--- config.mk ---
export PLATFORM = sky130hd
export DESIGN_NAME = clm_fifo
export DESIGN_NICKNAME = d
export VERILOG_FILES = /design/src/sv/clm_pkg.sv /design/src/sv/clm_fifo.sv
export SDC_FILE = /design/constraint.sdc
export NUM_CORES = 1
export LEC_CHECK = 0
export ABC_AREA = 1
export BUFFER_PORTS_ARGS = -buffer_cell sky130_fd_sc_hd__clkbuf_2
export CORE_AREA = 4 4 41 43
export CTS_CLUSTER_SIZE = 20
export DETAILED_ROUTE_END_ITERATION = 8
export DIE_AREA = 0 0 45 47
export PLACE_DENSITY = 0.46
export SYNTH_ARGS = -nofsm -noshare
export SYNTH_HDL_FRONTEND = slang
export SYNTH_SLANG_ARGS = --single-unit
--- constraint.sdc ---
create_clock -name clk -period 1 [get_ports clk]
set_input_delay 0.1 -clock clk [delete_from_list [all_inputs] [get_ports clk]]
set_output_delay 0.1 -clock clk [all_outputs]
set_load 0.05 [all_outputs]
--- src/sv/clm_pkg.sv ---
// ----------------------------------------------------------------------------
// Color map lookup package
// Shared codes, field widths and default sizes for the interpolating color
// lookup table.
// ----------------------------------------------------------------------------
`default_nettype none

package clm_pkg;

    localparam int MAX_ENTRIES_DEFAULT  = 256;
    localparam int CHANNEL_BITS_DEFAULT = 16;
    localparam int QUEUE_DEPTH          = 2;

    localparam int KIND_W        = 2;
    localparam int INDEX_W       = 8;
    localparam int COLOR_W       = 16;
    localparam int VALUE_W       = 18;
    localparam int ENTRY_COUNT_W = 9;
    localparam int FRAC_W        = 16;
    localparam int NUM_CHANNELS  = 3;

    localparam logic [FRAC_W:0]   ONE_Q16  = 17'h10000;
    localparam logic [FRAC_W-1:0] HALF_Q16 = 16'h8000;

    typedef enum logic [KIND_W-1:0] {
        KIND_MAP    = 2'd0,
        KIND_APPEND = 2'd1,
        KIND_SET    = 2'd2,
        KIND_READ   = 2'd3
    } kind_t;

    typedef enum logic [1:0] {
        OP_NONE  = 2'd0,
        OP_MAP   = 2'd1,
        OP_WRITE = 2'd2,
        OP_READ  = 2'd3
    } op_t;

endpackage

`default_nettype wire

--- src/sv/clm_fifo.sv ---
// ----------------------------------------------------------------------------
// Command queue
// Short first-in first-out queue between the front and back ends.
// ----------------------------------------------------------------------------
`default_nettype none

module clm_fifo
    import clm_pkg::*;
#(
    parameter type item_t = logic,
    parameter int  DEPTH  = QUEUE_DEPTH
) (
    input  wire  logic  clk,
    input  wire  logic  rst_n,
    input  wire  logic  push,
    input  wire  item_t push_data,
    output logic        full,
    input  wire  logic  pop,
    output item_t       pop_data,
    output logic        empty
);

    localparam int PTR_W  = (DEPTH > 1) ? $clog2(DEPTH) : 1;
    localparam int FILL_W = $clog2(DEPTH + 1);

    item_t              storage_reg [DEPTH];
    logic [PTR_W-1:0]   wr_ptr_reg;
    logic [PTR_W-1:0]   wr_ptr_next;
    logic [PTR_W-1:0]   rd_ptr_reg;
    logic [PTR_W-1:0]   rd_ptr_next;
    logic [FILL_W-1:0]  fill_reg;
    logic [FILL_W-1:0]  fill_next;

    always_comb
    begin
        wr_ptr_next = wr_ptr_reg;
        rd_ptr_next = rd_ptr_reg;
        fill_next   = fill_reg;
        if (push)
        begin
            wr_ptr_next = (wr_ptr_reg == PTR_W'(DEPTH - 1)) ? '0 : wr_ptr_reg + PTR_W'(1);
        end
        if (pop)
        begin
            rd_ptr_next = (rd_ptr_reg == PTR_W'(DEPTH - 1)) ? '0 : rd_ptr_reg + PTR_W'(1);
        end
        if (push && !pop)
        begin
            fill_next = fill_reg + FILL_W'(1);
        end
        else if (pop && !push)
        begin
            fill_next = fill_reg - FILL_W'(1);
        end
    end

    always_ff @(posedge clk or negedge rst_n)
    begin
        if (!rst_n)
        begin
            wr_ptr_reg <= '0;
            rd_ptr_reg <= '0;
            fill_reg   <= '0;
        end
        else
        begin
            wr_ptr_reg <= wr_ptr_next;
            rd_ptr_reg <= rd_ptr_next;
            fill_reg   <= fill_next;
        end
    end

    always_ff @(posedge clk)
    begin
        if (push)
        begin
            storage_reg[wr_ptr_reg] <= push_data;
        end
    end

    assign pop_data = storage_reg[rd_ptr_reg];
    assign full     = (fill_reg == FILL_W'(DEPTH));
    assign empty    = (fill_reg == '0);

endmodule

`default_nettype wire

==> results of run 1 <==
-- timing repair --
action / in CTS / in global routing
endpoints found under the hold margin: 4 / 0
setup endpoints to repair: 3 / 3
pin swaps: 1 / 3
resized for setup: 7 / 11
hold buffers: 1 / 0
setup buffers: 1 / 0
-- cell type report --
class	count	area share [%]
multi-input combinational	19	26.6
clock buffer	4	5.75
sequential	6	35.6
inverter	7	5.75
timing repair buffer	11	22.2
tap	15	4.11
-- cell usage in the layout (no fill, tap or decap), drive strengths merged --
master,synthesis,final
edfxtp,2,2
clkbuf,0,8
xor2,2,2
buf,0,6
dlygate4sd3,0,1
nand3,2,2
inv,7,7
nor2,3,3
ha,1,1
nand2,10,10
mux2,1,1
dfrtp,4,4
-- final timing paths --
kind | from | to | slack, ps | cells past startpoint
max in group asynchronous | rst_n | fill_reg[1] | 670 | 2
min | pop | rd_ptr_reg | 50 | 2
max reg2reg | fill_reg[0] | fill_reg[1] | 60 | 6
max | rd_ptr_reg | pop_data | -200 | 2
min reg2reg | wr_ptr_reg | wr_ptr_reg | 500 | 1
min in group asynchronous | rst_n | rd_ptr_reg | 190 | 2
-- power by group through the flow --
stage	Sequential (mW)	Clock [mW]	Combinational, mW
floorplan	0.408	0	0.345
detailed placement	0.422	0	0.461
global route	0.460	0.280	0.713
CTS	0.413	0.256	0.591
global placement	0.420	0	0.458
finish	0.448	0.244	0.664
-- cell families after synthesis --
kind of cell	Yosys count	synth area share, %
AND/OR/NAND/NOR	15	21.2
buffers and inverters	7	9.09
flip-flops	6	55.4
XOR/XNOR	2	6.06
multiplexers	1	3.90
adder cells (fa/ha/maj)	1	4.33
-- critical path, stage by stage (launching register included) --
cell and delay [ps]:
dfrtp_1 390, mux2_4 310, buf_8 150
-- through the flow --
step                area (um^2)  total power [mW]  hold WS (ps)  setup TNS, ps  worst slack (ps)
global placement            358             0.878         -84.5              0              14.9
detailed placement          358             0.882         -86.8              0              5.61
finish                      457              1.36          46.1           -318              -198
floorplan                   289             0.753          -196           -350              -175
CTS                         432              1.26          36.5           -371              -225
global route                457              1.45          47.4           -461              -233
-- metal layers --
metal / global-route usage, % / wire length (um)
met4: 1.75 / 0
met3: 6.90 / 66
met1: 7.89 / 274
met2: 11.6 / 248
met5: 0 / 0
==> results.sh, run 1 <==
export IMPL_finalCritPeriodShare_pct=120
export IMPL_first_pass_iters=2
export IMPL_cts_max_level=1
export IMPL_worst_setup_path_start_kind="register"
export IMPL_yosysWarnings=0
export IMPL_power_density_nw_per_um2=2970
export IMPL_switching_power_mw=0.541
export IMPL_intPower_mw=0.815
export IMPL_routed_via_density=3.79
export IMPL_syn_num_nets=38
export IMPL_synth_edf_count=2
export IMPL_ys_top_cells_by_area="dfrtp_1, edfxtp_1, nand2_1"
export IMPL_place_inst=56
export IMPL_io_buffers=7
export IMPL_swShare_pct=39.9
export IMPL_core_area_um2=1300
export IMPL_nets=54
export IMPL_grt_setup_unrepaired="true"
export IMPL_hpwl_um=432
export IMPL_die_h_um=47
export IMPL_comb_power_share_pct=49.0
export IMPL_synth_seq_cells=6
export IMPL_yosysSeqAreaShare_pct=55.4
export IMPL_grt_pass1_wl_um=1040
export IMPL_fin_ws_ps=-198
export IMPL_gp_congestion=0.752
export IMPL_hold_class="in -> reg"
export IMPL_synth_flop_cell="dfrtp_1"
export IMPL_fin_crit_ps=1200
export IMPL_cts_tree="yes"
export IMPL_grt_max_degree=5
export IMPL_status="finished, violations left"
export IMPL_setup_viol=3
export IMPL_p_seq_share_pct=33.0
export IMPL_drcViolationCount=0
export IMPL_clk_root_buffer_cell="clkbuf_4"
export IMPL_hold_viol=0
export IMPL_crit_arrival_ps=1100
export IMPL_ant_nets=0
export IMPL_areaGrowthSynthToFinish_pct=58.0
export IMPL_async_reset_ff_share_pct=66.7
export IMPL_dr_first_iter_drc_count=3
export IMPL_worst_setup_path_type="reg -> out"
export IMPL_synth_top_area_share_pct=34.6
export IMPL_clk_path_buf_depth=2
export IMPL_cts_buffers=3
export IMPL_synth_cells=32
export IMPL_drv_cap=0
export IMPL_p_clk_share_pct=18.0
export IMPL_grt_pass1_vias=270
export IMPL_grt_usage_pct=7.64
export IMPL_fillers=147
export IMPL_drt_total_wl_um=589
export IMPL_multi_input_area_um2=121
export IMPL_diodes=0
export IMPL_slew_viol_final=0
export IMPL_postLayoutCoreUtil_pct=35.1
export IMPL_start_util_pct=22.2
export IMPL_num_io_pins=8
export IMPL_rows=13
export IMPL_clock_skew_ps=7.07
export IMPL_slew_headroom_pct=91.0
export IMPL_clk_pin_slew_worst_paths_ps=50
export IMPL_drive_gt1_share_pct=44.7
export IMPL_synth_area_per_cell_um2=9.03
export IMPL_synth_cell_types=11
export IMPL_worstPathRequired_ps=900
export IMPL_max_freq_mhz=835
export IMPL_worst_setup_path_end_kind="output pin"
export IMPL_regArea_um2=163
export IMPL_wire_per_inst_um=9.50
export IMPL_violations="setup timing"
export IMPL_cts_sinks=6
export IMPL_die_area_um2=2120
export IMPL_worst_slew_pin_slew_ps=134
export IMPL_synth_most_common_cell="nand2_1"
export IMPL_grt_antenna_before_repair=0
export IMPL_syn_cell_area_um2=289
export IMPL_clock_latency_ps=250
export IMPL_yosys_area_top_type="dfrtp_1"
export IMPL_stdcell_count=62
export IMPL_power_leakage_nw=0.236
export IMPL_die_w_um=45
export IMPL_via_count=235
export IMPL_synth_top_cells_by_count="nand2_1, inv_1, dfrtp_1"
export IMPL_overflow=0
export IMPL_critPathMaxFanout=2
export IMPL_irDropWorstVdd_v=0.00149
(Power assumes the default switching activity.)
==> run 2: changes to the inputs <==
--- a/config.mk
+++ b/config.mk
@@ -7,10 +7,10 @@
 export LEC_CHECK = 0
 export ABC_AREA = 1
 export BUFFER_PORTS_ARGS = -buffer_cell sky130_fd_sc_hd__clkbuf_2
-export CORE_AREA = 4 4 41 43
+export CORE_AREA = 2 2 39 41
 export CTS_CLUSTER_SIZE = 20
 export DETAILED_ROUTE_END_ITERATION = 8
-export DIE_AREA = 0 0 45 47
+export DIE_AREA = 0 0 41 43
 export PLACE_DENSITY = 0.46
 export SYNTH_ARGS = -nofsm -noshare
 export SYNTH_HDL_FRONTEND = slang
==> constraint.sdc (replaced) <==
create_clock -name clk -period 1.15 [get_ports clk]
set_input_delay 0.115 -clock clk [delete_from_list [all_inputs] [get_ports clk]]
set_output_delay 0.115 -clock clk [all_outputs]
set_load 0.05 [all_outputs]
==> run 2 against run 1 <==
Net effect:
- the run still ends with setup timing left
- worst hold slack improved by 17 ps
- cell count down 1.6%
- non-clock buffer count down 2
- clock power fell by 15%
- die area fell by 17%
- critical path depth unchanged
- worst setup slack improved by 150 ps
- register-to-register slack improved by 270 ps
- flip-flop and latch count did not move
- global-route usage is 0.86 points lower
- utilization down 4.7 points
- first-iteration DRC count grew to 2.7 times the previous value
- highest routed layer unchanged
==> results.sh, run 2 (synthesis results as in run 1) <==
export IMPL_worst_setup_path_type="reg -> out"
export IMPL_postLayoutCoreUtil_pct=30.4
export IMPL_critPathMaxFanout=2
export IMPL_dr_first_iter_drc_count=8
export IMPL_worst_setup_path_start_kind="register"
export IMPL_slew_viol_final=0
export IMPL_r2r_end="storage_reg[0]"
export IMPL_critical_path_depth=2
export IMPL_grt_max_degree=6
export IMPL_die_w_um=41
export IMPL_endpoint="pop_data"
export IMPL_cts_sinks=6
export IMPL_cts_tree="yes"
export IMPL_diodes=0
export IMPL_clock_skew_ps=0.0939
export IMPL_routed_via_density=3.72
export IMPL_cts_max_level=1
export IMPL_slew_headroom_pct=91.5
export IMPL_worstPathRequired_ps=1030
export IMPL_r2r_start="wr_ptr_reg"
export IMPL_clock_latency_ps=240
export IMPL_cts_buffers=3
export IMPL_r2r_cells=1
export IMPL_crit_arrival_ps=1090
export IMPL_grt_pass1_wl_um=710
export IMPL_power_density_nw_per_um2=2550
export IMPL_start_util_pct=20.9
export IMPL_clk_root_buffer_cell="clkbuf_4"
export IMPL_irDropWorstVdd_v=0.000556
export IMPL_die_area_um2=1760
export IMPL_slowest_stage="dfrtp_1"
export IMPL_worst_slew_pin_slew_ps=127
export IMPL_die_h_um=43
export IMPL_crit_start="rd_ptr_reg"
export IMPL_setup_viol=1
export IMPL_drive_gt1_share_pct=37.8
export IMPL_nets=52
export IMPL_clk_path_buf_depth=2
export IMPL_fin_ws_ps=-50.9
export IMPL_fillers=153
export IMPL_overflow=0
export IMPL_via_count=227
export IMPL_grt_antenna_before_repair=0
export IMPL_finalPower_mw=1.07
export IMPL_violations="setup timing"
export IMPL_ant_nets=0
export IMPL_final_common_cell="nand2_1"
export IMPL_io_buffers=7
export IMPL_rows=14
export IMPL_grt_pass1_vias=203
export IMPL_hpwl_um=369
export IMPL_multi_input_area_um2=111
export IMPL_finalCritPeriodShare_pct=104
export IMPL_cp_top_family="flip-flops"
export IMPL_clk_pin_slew_worst_paths_ps=50
export IMPL_final_cell_mix="nand2_1, inv_1, clkbuf_2"
export IMPL_worst_path_buf_inv=1
export IMPL_preCtsSetupSlack_ps=118
export IMPL_cpPeakStageDelay_ps=380
export IMPL_power_leakage_nw=0.223
export IMPL_drt_total_wl_um=477
export IMPL_grt_usage_pct=6.78
export IMPL_hold_class="in -> reg"
export IMPL_drcViolationCount=0
export IMPL_areaGrowthSynthToFinish_pct=45.5
export IMPL_fin_crit_ps=1200
export IMPL_regArea_um2=161
export IMPL_gp_congestion=0.668
export IMPL_core_area_um2=1380
export IMPL_r2r_setup_slack_ps=330
export IMPL_worst_setup_path_end_kind="output pin"
export IMPL_hold_viol=0
export IMPL_wire_per_inst_um=7.82
export IMPL_first_pass_iters=2
export IMPL_status="finished, violations left"
export IMPL_drv_cap=0
export IMPL_grt_setup_unrepaired="true"
export IMPL_max_freq_mhz=833
export IMPL_num_io_pins=8
export IMPL_critical_path_cell_chain="mux2_4 -> buf_8"
-- run 2: metrics by stage --
stage	TNS (ps)	instance area (um^2)	hold slack [ps]	std cells
6_report	-50.9	420	62.6	61
3_3_place_gp	0	344	-73.4	55
4_1_cts	-82.2	402	48.7	61
5_1_grt	-93.3	420	51.2	61
3_5_place_dp	0	344	-76.4	55
2_1_floorplan	-80.4	289	-181	32
-- run 2: worst min-delay path by stage --
stage / startpoint / end / slack (ps) / cells past startpoint
finish: push_data / storage_reg[0] / 60 / 1
global route: push_data / storage_reg[0] / 50 / 1
CTS: push_data / storage_reg[0] / 50 / 1
detailed placement: rst_n / fill_reg[1] / -80 / 1
global placement: rst_n / fill_reg[1] / -70 / 1
floorplan: rst_n / fill_reg[0] / -180 / 0
-- run 2: timing repair --
item,in CTS,in global routing
endpoints found under the hold margin,4,0
setup endpoints to repair,3,3
hold buffers,1,0
gates resized for setup,4,9
setup buffers,1,0
cloned,0,0
-- run 2: layer usage --
layer	share of wire [%]	global-route usage, %	up-vias
met5	0	0	-
met4	0	10.0	0
li1	-	-	120
met1	46	7.26	100
met2	48	8.44	7
met3	5.0	1.57	0
-- run 2: power breakdown --
| group | internal [mW] | total (mW) | switching, mW | leakage, nW |
|---|---|---|---|---|
| Sequential | 0.305 | 0.375 | 0.0702 | 0.0650 |
| Combinational | 0.210 | 0.488 | 0.278 | 0.143 |
| Clock | 0.131 | 0.207 | 0.0757 | 0.0150 |
| Total | 0.646 | 1.07 | 0.424 | 0.223 |
-- run 2: final cells by class --
class                           instances  share of cell area (%)
Multi-Input combinational cell         19                    26.5
Inverter                                7                    6.25
Timing Repair Buffer                    9                    17.9
Clock buffer                            4                    6.25
Sequential cell                         6                    38.4
Tap cell                               16                    4.76
==> run 3: changes to the inputs <==
--- a/config.mk
+++ b/config.mk
@@ -11,7 +11,8 @@
 export CTS_CLUSTER_SIZE = 20
 export DETAILED_ROUTE_END_ITERATION = 8
 export DIE_AREA = 0 0 41 43
-export PLACE_DENSITY = 0.46
+export PLACE_DENSITY = 0.38
+export SKIP_CTS_REPAIR_TIMING = 1
 export SYNTH_ARGS = -nofsm -noshare
 export SYNTH_HDL_FRONTEND = slang
 export SYNTH_SLANG_ARGS = --single-unit
==> run 3 against run 2 <==
Net effect:
- largest power group unchanged
- the flow still finishes with violations (setup timing)
- critical endpoint unchanged
- worst setup slack worse by 1.1 ps
- die area stayed put
- critical path type unchanged
- clock skew is 5.7 ps higher
==> results.sh, run 3 (synthesis results as in run 1) <==
export IMPL_status="finished, violations left"
export IMPL_violations="setup timing"
export IMPL_num_io_pins=8
export IMPL_comb_power_share_pct=45.8
export IMPL_crit_arrival_ps=1090
export IMPL_areaGrowthSynthToFinish_pct=45.5
export IMPL_cts_buffers=3
export IMPL_cts_max_level=1
export IMPL_die_h_um=43
export IMPL_worst_setup_path_type="reg -> out"
export IMPL_rows=14
export IMPL_start_util_pct=20.9
export IMPL_ant_nets=0
export IMPL_final_cell_mix="nand2_1, inv_1, clkbuf_2"
export IMPL_first_pass_iters=2
export IMPL_drv_cap=0
export IMPL_via_count=235
export IMPL_cts_sinks=6
export IMPL_core_area_um2=1380
export IMPL_clk_pin_slew_worst_paths_ps=50
export IMPL_power_density_nw_per_um2=2570
export IMPL_hold_viol=0
export IMPL_p_clk_share_pct=19.2
export IMPL_grt_pass1_wl_um=917
export IMPL_dr_first_iter_drc_count=3
export IMPL_critPathMaxFanout=2
export IMPL_slew_headroom_pct=90.3
export IMPL_grt_antenna_before_repair=0
export IMPL_grt_setup_unrepaired="true"
export IMPL_hpwl_um=429
export IMPL_p_seq_share_pct=35.0
export IMPL_max_freq_mhz=832
export IMPL_gp_congestion=0.652
export IMPL_clk_path_buf_depth=2
export IMPL_intPower_mw=0.648
export IMPL_cts_tree="yes"
export IMPL_worstPathRequired_ps=1030
export IMPL_diodes=0
export IMPL_fin_crit_ps=1200
export IMPL_die_area_um2=1760
export IMPL_hold_class="in -> reg"
export IMPL_routed_via_density=3.85
export IMPL_fillers=158
export IMPL_irDropWorstVdd_v=0.00107
export IMPL_finalPower_mw=1.08
export IMPL_grt_pass1_vias=235
export IMPL_drive_gt1_share_pct=40.0
export IMPL_setup_viol=1
export IMPL_power_leakage_nw=0.222
export IMPL_worst_slew_pin_slew_ps=146
export IMPL_final_common_cell="nand2_1"
export IMPL_io_buffers=7
export IMPL_grt_usage_pct=8.56
export IMPL_worst_setup_path_end_kind="output pin"
export IMPL_slew_viol_final=0
export IMPL_overflow=0
export IMPL_finalCritPeriodShare_pct=105
export IMPL_nets=52
export IMPL_grt_max_degree=6
export IMPL_clock_latency_ps=240
export IMPL_die_w_um=41
export IMPL_switching_power_mw=0.431
export IMPL_timing_hold_ws_ps=59.2
export IMPL_regArea_um2=161
export IMPL_fin_ws_ps=-52.1
export IMPL_worst_setup_path_start_kind="register"
export IMPL_drt_total_wl_um=520
export IMPL_drcViolationCount=0
export IMPL_clock_skew_ps=5.80
export IMPL_wire_per_inst_um=8.52
export IMPL_clk_root_buffer_cell="clkbuf_4"
export IMPL_swShare_pct=39.9
export IMPL_multi_input_area_um2=111
run 3: cell counts in the layout (fill, tap and decap cells not counted):
No cell type changed its count.
run 3: path summary, 6_finish.rpt:
kind                             endpoint  cells past startpoint        from  slack [ps]
hold / removal             storage_reg[0]                      1   push_data          60
hold reg to reg                wr_ptr_reg                      1  wr_ptr_reg         490
setup reg to reg           storage_reg[0]                      1  wr_ptr_reg         330
setup / recovery                 pop_data                      2  rd_ptr_reg         -50
max in group asynchronous     fill_reg[0]                      2       rst_n         790
min in group asynchronous     fill_reg[1]                      2       rst_n         210
run 3: through the flow:
| stage | setup slack, ps | instance area (um^2) | cells | util, % | TNS (ps) |
|---|---|---|---|---|---|
| floorplan | -40.2 | 289 | 32 | - | -80.4 |
| global placement | 133 | 344 | 55 | 24.9 | 0 |
| detailed placement | 96.9 | 344 | 55 | 24.9 | 0 |
| CTS | -169 | 370 | 59 | 26.8 | -245 |
| global route | -92.2 | 420 | 61 | 30.4 | -92.2 |
| finish | -52.1 | 420 | 61 | 30.4 | -52.1 |
run 3: layer usage:
| layer | wire length, um | track usage, % |
|---|---|---|
| met3 | 47 | 5.24 |
| met4 | 0 | 8.00 |
| met5 | 0 | 0 |
| met2 | 266 | 11.3 |
| met1 | 205 | 8.77 |
run 3: layout make-up:
| class | count | area share (%) |
|---|---|---|
| Sequential cell | 6 | 38.4 |
| Inverter | 7 | 6.25 |
| Timing Repair Buffer | 9 | 17.9 |
| Clock buffer | 4 | 6.25 |
| Tap cell | 16 | 4.76 |
| Multi-Input combinational cell | 19 | 26.5 |
run 3: worst max-delay path: stages (launching register included):
cell	delay [ps]
dfrtp_1	390
mux2_4	310
buf_8	150
run 3: power by group through the flow:
stage / sequential [mW] / combinational (mW) / clock, mW
2_1_floorplan: 0.354 / 0.300 / 0
3_3_place_gp: 0.363 / 0.365 / 0
3_5_place_dp: 0.370 / 0.371 / 0
4_1_cts: 0.369 / 0.371 / 0.222
5_1_grt: 0.393 / 0.540 / 0.235
6_report: 0.377 / 0.493 / 0.208
